## src/rtl/core/mpd_pkg.sv

```systemverilog
`timescale 1ns / 1ps
package mpd_pkg;

  localparam int unsigned NumChannelsDefault  = 4;
  localparam int unsigned CordicStagesDefault = 16;
  localparam int unsigned TableLen            = 24;
  localparam int unsigned SampleW             = 16;
  localparam int unsigned PhaseW              = 16;
  // x, y carry the sample times 256 plus CORDIC growth
  localparam int unsigned XyW                 = 27;
  localparam int unsigned ZW                  = 26;
  localparam logic signed [ZW-1:0] Deg90Z     = 26'sd5898240;
  localparam logic signed [PhaseW-1:0] HalfTurn = 16'sd23040;
  localparam logic signed [PhaseW:0]   FullTurn = 17'sd46080;

  typedef struct packed {
    logic signed [SampleW-1:0] ch3_q;
    logic signed [SampleW-1:0] ch3_i;
    logic signed [SampleW-1:0] ch2_q;
    logic signed [SampleW-1:0] ch2_i;
    logic signed [SampleW-1:0] ch1_q;
    logic signed [SampleW-1:0] ch1_i;
    logic signed [SampleW-1:0] ch0_q;
    logic signed [SampleW-1:0] ch0_i;
  } in_req_t;

  typedef struct packed {
    logic signed [PhaseW-1:0] diff3;
    logic signed [PhaseW-1:0] diff2;
    logic signed [PhaseW-1:0] diff1;
    logic signed [PhaseW-1:0] diff0;
  } out_req_t;

  function automatic logic signed [ZW-1:0] atan_lut(input logic [4:0] k);
    logic signed [ZW-1:0] r;
    unique case (k)
      5'd0: r = 26'sd2949120;  5'd1: r = 26'sd1740967;
      5'd2: r = 26'sd919879;   5'd3: r = 26'sd466945;
      5'd4: r = 26'sd234379;   5'd5: r = 26'sd117304;
      5'd6: r = 26'sd58666;    5'd7: r = 26'sd29335;
      5'd8: r = 26'sd14668;    5'd9: r = 26'sd7334;
      5'd10: r = 26'sd3667;    5'd11: r = 26'sd1833;
      5'd12: r = 26'sd917;     5'd13: r = 26'sd458;
      5'd14: r = 26'sd229;     5'd15: r = 26'sd115;
      5'd16: r = 26'sd57;      5'd17: r = 26'sd29;
      5'd18: r = 26'sd14;      5'd19: r = 26'sd7;
      5'd20: r = 26'sd4;       5'd21: r = 26'sd2;
      5'd22: r = 26'sd1;       default: r = 26'sd0;
    endcase
    return r;
  endfunction

endpackage

```

## src/rtl/core/mpd_cordic.sv

```systemverilog
`timescale 1ns / 1ps
// Pipelined vectoring CORDIC, one rotation per stage; advances when en_i.
module mpd_cordic import mpd_pkg::*; #(
  parameter int unsigned CordicStages = CordicStagesDefault
) (
  input  logic                     clk_i,
  input  logic                     en_i,
  input  logic signed [SampleW-1:0] i_i,
  input  logic signed [SampleW-1:0] q_i,
  output logic signed [PhaseW-1:0]  phase_o
);

  localparam int unsigned NSt = (CordicStages > TableLen) ? TableLen : CordicStages;

  logic signed [XyW-1:0] x_q [NSt+1];
  logic signed [XyW-1:0] y_q [NSt+1];
  logic signed [ZW-1:0]  z_q [NSt+1];
  logic                  zero_q [NSt+1];
  logic signed [PhaseW-1:0] phase_q;

  logic signed [XyW-1:0] x0, y0;
  logic signed [ZW-1:0]  z0;

  always_comb begin
    logic signed [XyW-1:0] xs, ys;
    xs = XyW'(i_i) <<< 8;
    ys = XyW'(q_i) <<< 8;
    x0 = xs; y0 = ys; z0 = '0;
    if (i_i < 0) begin
      if (q_i >= 0) begin
        x0 = ys; y0 = -xs; z0 = Deg90Z;
      end else begin
        x0 = -ys; y0 = xs; z0 = -Deg90Z;
      end
    end
  end

  always_ff @(posedge clk_i) begin
    if (en_i) begin
      x_q[0]    <= x0;
      y_q[0]    <= y0;
      z_q[0]    <= z0;
      zero_q[0] <= (i_i == 0) && (q_i == 0);
    end
  end

  for (genvar k = 0; k < NSt; k++) begin : g_st
    always_ff @(posedge clk_i) begin
      if (en_i) begin
        zero_q[k+1] <= zero_q[k];
        if (y_q[k] > 0) begin
          x_q[k+1] <= x_q[k] + (y_q[k] >>> k);
          y_q[k+1] <= y_q[k] - (x_q[k] >>> k);
          z_q[k+1] <= z_q[k] + atan_lut(5'(k));
        end else begin
          x_q[k+1] <= x_q[k] - (y_q[k] >>> k);
          y_q[k+1] <= y_q[k] + (x_q[k] >>> k);
          z_q[k+1] <= z_q[k] - atan_lut(5'(k));
        end
      end
    end
  end

  logic signed [ZW-1:0] zr;
  logic signed [PhaseW-1:0] pd;
  always_comb begin
    zr = (z_q[NSt] + ZW'(256)) >>> 9;
    if (zr > ZW'(HalfTurn))       pd = HalfTurn;
    else if (zr < -ZW'(HalfTurn)) pd = -HalfTurn;
    else                          pd = PhaseW'(zr);
    if (zero_q[NSt]) pd = '0;
  end

  always_ff @(posedge clk_i) begin
    if (en_i) begin
      phase_q <= pd;
    end
  end

  assign phase_o = phase_q;

endmodule
```

## config.mk

```make
export PLATFORM = sky130hd
export DESIGN_NAME = mpd_cordic
export DESIGN_NICKNAME = d
export VERILOG_FILES = /design/src/rtl/core/mpd_pkg.sv /design/src/rtl/core/mpd_cordic.sv
export SDC_FILE = /design/constraint.sdc
export NUM_CORES = 2
export LEC_CHECK = 0
export BUFFER_PORTS_ARGS = -buffer_cell sky130_fd_sc_hd__buf_2
export CAP_MARGIN = 0
export CORE_MARGIN = 2
export CORE_UTILIZATION = 50
export CTS_CLUSTER_SIZE = 10
export DETAILED_ROUTE_END_ITERATION = 8
export GPL_TIMING_DRIVEN = 0
export PLACE_DENSITY = 0.65
export REMOVE_ABC_BUFFERS = 1
export SETUP_SLACK_MARGIN = 0.2
export SLEW_MARGIN = 25
export SYNTH_ARGS = -nofsm -noshare
export SYNTH_HDL_FRONTEND = slang
export SYNTH_SLANG_ARGS = --single-unit
export TNS_END_PERCENT = 1
```

## constraint.sdc

```tcl
create_clock -name clk_i -period 12.55 [get_ports clk_i]
set_input_delay 1.8825 -clock clk_i [delete_from_list [all_inputs] [get_ports clk_i]]
set_output_delay 1.8825 -clock clk_i [all_outputs]
set_load 0.01 [all_outputs]
```

==> impl_results.md <==
* Setup TNS Final at 0 ns
* Worst-path clk slew at 0.06 ns
* Routed length per placed instance at 18.7 um
* Yosys top cell area share at 0.364
* Global Route met1 Usage at 0.320
* Cells after DPL at 12300
* Crit Path Category: primary input to flip-flop
* Cts hold-fix bufs at 0
* Starting density of the core at 0.503
* Synth area leaders: edfxtp_1, ha_1, xnor2_1
* Hold Fails Final Rpt at 0
* Hold_ws at 0.414 ns
* # IOs at 50
* Pre-CTS setup slack at 2.18 ns
* GR Util met2 at 0.400
* ANT nets after route at 0
* Worst-margin pin slew at 1.04 ns
* Worst slew margin at 0.305
* CTS H-tree lvls at 4
* Setup ws final at 3.02 ns
* Vias at 74200
* Worst hold path type: flip-flop to flip-flop
* CTS tree: done
* Residual DRC at 0
* Nets at 11100
* Vias/cell at 5.93
* Met3 usage at 0.0284
* Post-CTS Repair Setup Buffers at 0
* Syn_area_per_cell at 9.68 um^2
* Chip height at 441 um
* Pre-Repair DR Iteration Count at 7
* CTS Buf Count at 146
* Clk buf depth at 3
* Gr ovfl total at 0
* Die area at 0.194 mm^2
* Finish-stage setup viols at 0
* Seq/Total Area, Yosys at 0.364
* Worst setup SP type: primary input
* EDFF count, synth at 1158
* Synth-to-layout area growth at 8.27%
* Detailed placer's ending HPWL at 183 mm
* Yosys Warn Count at 0
* Standard-cell rows at 160
* Core area at 0.190 mm^2
* Mapped Cells at 9859
* Final wirelength at 234 mm
* Sink Count at 1158
* Max-capacitance violation count at 0
* Worst path arrival time at 10.07 ns
* Slew Limit Fails at 0
* Ys async rst share at 0
* Fin crit period at 9.53 ns
* Leading area contributor after synthesis: edfxtp_1
* Largest net degree at the start of global routing at 140
* Number of global-route vias before repair at 71400
* CP Capture Type: flip-flop
* Drt initial violations at 5320
* Crit share post-route at 0.760
* Most used routing layer: met2
* Die X at 441 um
* Fin cells at 12500
* GP Congestion at 0.917
* Skew final at 0.0225 ns
* Share of cells above drive strength 1 at 0.0409
* Number of synthesized register bits at 1158
* Input/output buffers at 49
* Synth Flop Type: edfxtp_1
* Crit-path max FO at 133
* Post-CTS Resized at 0
* First-pass GRT wire length at 376 mm
* Root buffer cell: clkbuf_16
* Synthesized area at 0.0955 mm^2
* Fmax at 105 MHz
* RSZ-0062 raised after global routing: false
* Worst-skew pair later-pin latency at 0.79 ns
* Initial antenna violation count at 1
* Status: complete, no violations
* Crit path required time at 13.08 ns
* GR Util All Layers at 0.237
* Library cells used by synthesis at 94
-- registers in the layout, summed over array words and instances (netlist names) --
name / flops
y_q: 399
z_q: 366
x_q: 360
zero_q: 17
phase_o: 16
-- layout by cell type, fill, tap and decap left out, drive strengths merged, types with 36 or more instances in the layout --
cell,count
nand2,561
buf,76
or4,57
and2,48
xor2,484
a31oi,94
inv,434
clkbuf,172
a21o,395
or2,47
o21ai,613
nor3,267
nor2,766
nor2b,102
edfxtp,1158
nand4,63
ha,1086
nand2b,160
o21bai,133
clkinv,36
nand3,179
xnor2,911
and3,84
or3,99
nor4,100
a211oi,82
o21a,158
o31ai,163
o41ai,60
o211ai,48
a21oi,892
-- final timing paths --
| path | from | to | slack, ns | depth (start not counted) |
|---|---|---|---|---|
| worst max-delay path | en_i | x_q[12][26]$_DFFE_PP_ | 3.02 | 25 |
| worst min-delay path | zero_q[0][10]$_DFFE_PP_ | zero_q[0][11]$_DFFE_PP_ | 0.41 | 0 |
| worst max register to register | y_q[11][11]$_DFFE_PP_ | x_q[12][26]$_DFFE_PP_ | 4.72 | 23 |
| worst min register to register | zero_q[0][10]$_DFFE_PP_ | zero_q[0][11]$_DFFE_PP_ | 0.41 | 0 |
-- critical path: stages --
cell,delay (ns)
buf_12,0.28
buf_16,0.42
buf_16,0.45
buf_16,0.47
inv_4,0.45
nor4_1,0.40
nand3_1,0.15
nor2_1,0.25
o21ai_4,0.21
buf_16,0.26
inv_2,0.60
nor2_1,0.11
xnor2_1,0.25
ha_1,0.32
a21o_1,0.20
a21oi_1,0.27
o21ai_0,0.14
a31oi_1,0.42
a2111oi_2,0.15
buf_2,0.20
a221oi_1,0.62
o21ai_0,0.28
a211oi_1,0.43
a21oi_1,0.16
xnor2_1,0.15
-- routing by layer --
layer / part of all wire / wire (um) / up-vias
met3: 0.044 / 10300 / 344
met1: 0.46 / 108000 / 35300
met4: 0.026 / 6100 / 0
li1: - / - / 36900
met5: 0 / 0 / -
met2: 0.47 / 110000 / 1610
-- metrics by stage --
stage                util  cell area [um^2]
global placement    0.517             98200
floorplan               -             94800
finish              0.544            103000
global route        0.544            103000
detailed placement  0.521             99000
CTS                 0.544            103000
-- final cells by class --
class	instances	area, um^2
Clock inverter	53	552
Fill cell	16900	86600
Sequential cell	1158	34800
Clock buffer	172	3770
Tap cell	2511	3140
Multi-Input combinational cell	8112	58600
Antenna cell	1	2.50
Inverter	423	1590
Timing Repair Buffer	76	928
-- logic make-up (layout without fill, tap and decap cells) --
group                    count (synthesis)  after routing  share of synthesized area
buffers and inverters                  591            724                     0.0234
flip-flops                            1158           1158                      0.364
AND/OR/NAND/NOR                       2604           2604                      0.133
adder cells (fa/ha/maj)               1121           1121                      0.150
multiplexers                            55             55                    0.00617
AO/OA/AOI/OAI                         2934           2934                      0.196
XOR/XNOR                              1395           1395                      0.128
other                                    1              4                  0.0000393
-- synthesized netlist by cell type (84+ instances only) --
library cell	number
clkbuf_1	139
edfxtp_1	1158
and3_1	84
nor2_1	764
o31ai_1	163
or3_1	99
a21oi_1	891
inv_1	415
nand2_1	561
a31oi_1	94
o21bai_1	133
nand2b_1	160
a21o_1	395
ha_1	1086
xnor2_1	911
o21ai_0	595
nand3_1	179
o21a_1	158
nor3_1	265
nor4_1	95
xor2_1	484
nor2b_1	102
Power is not shown: default switching activity piles up to over one toggle a cycle in this logic, so the estimate is an artifact.
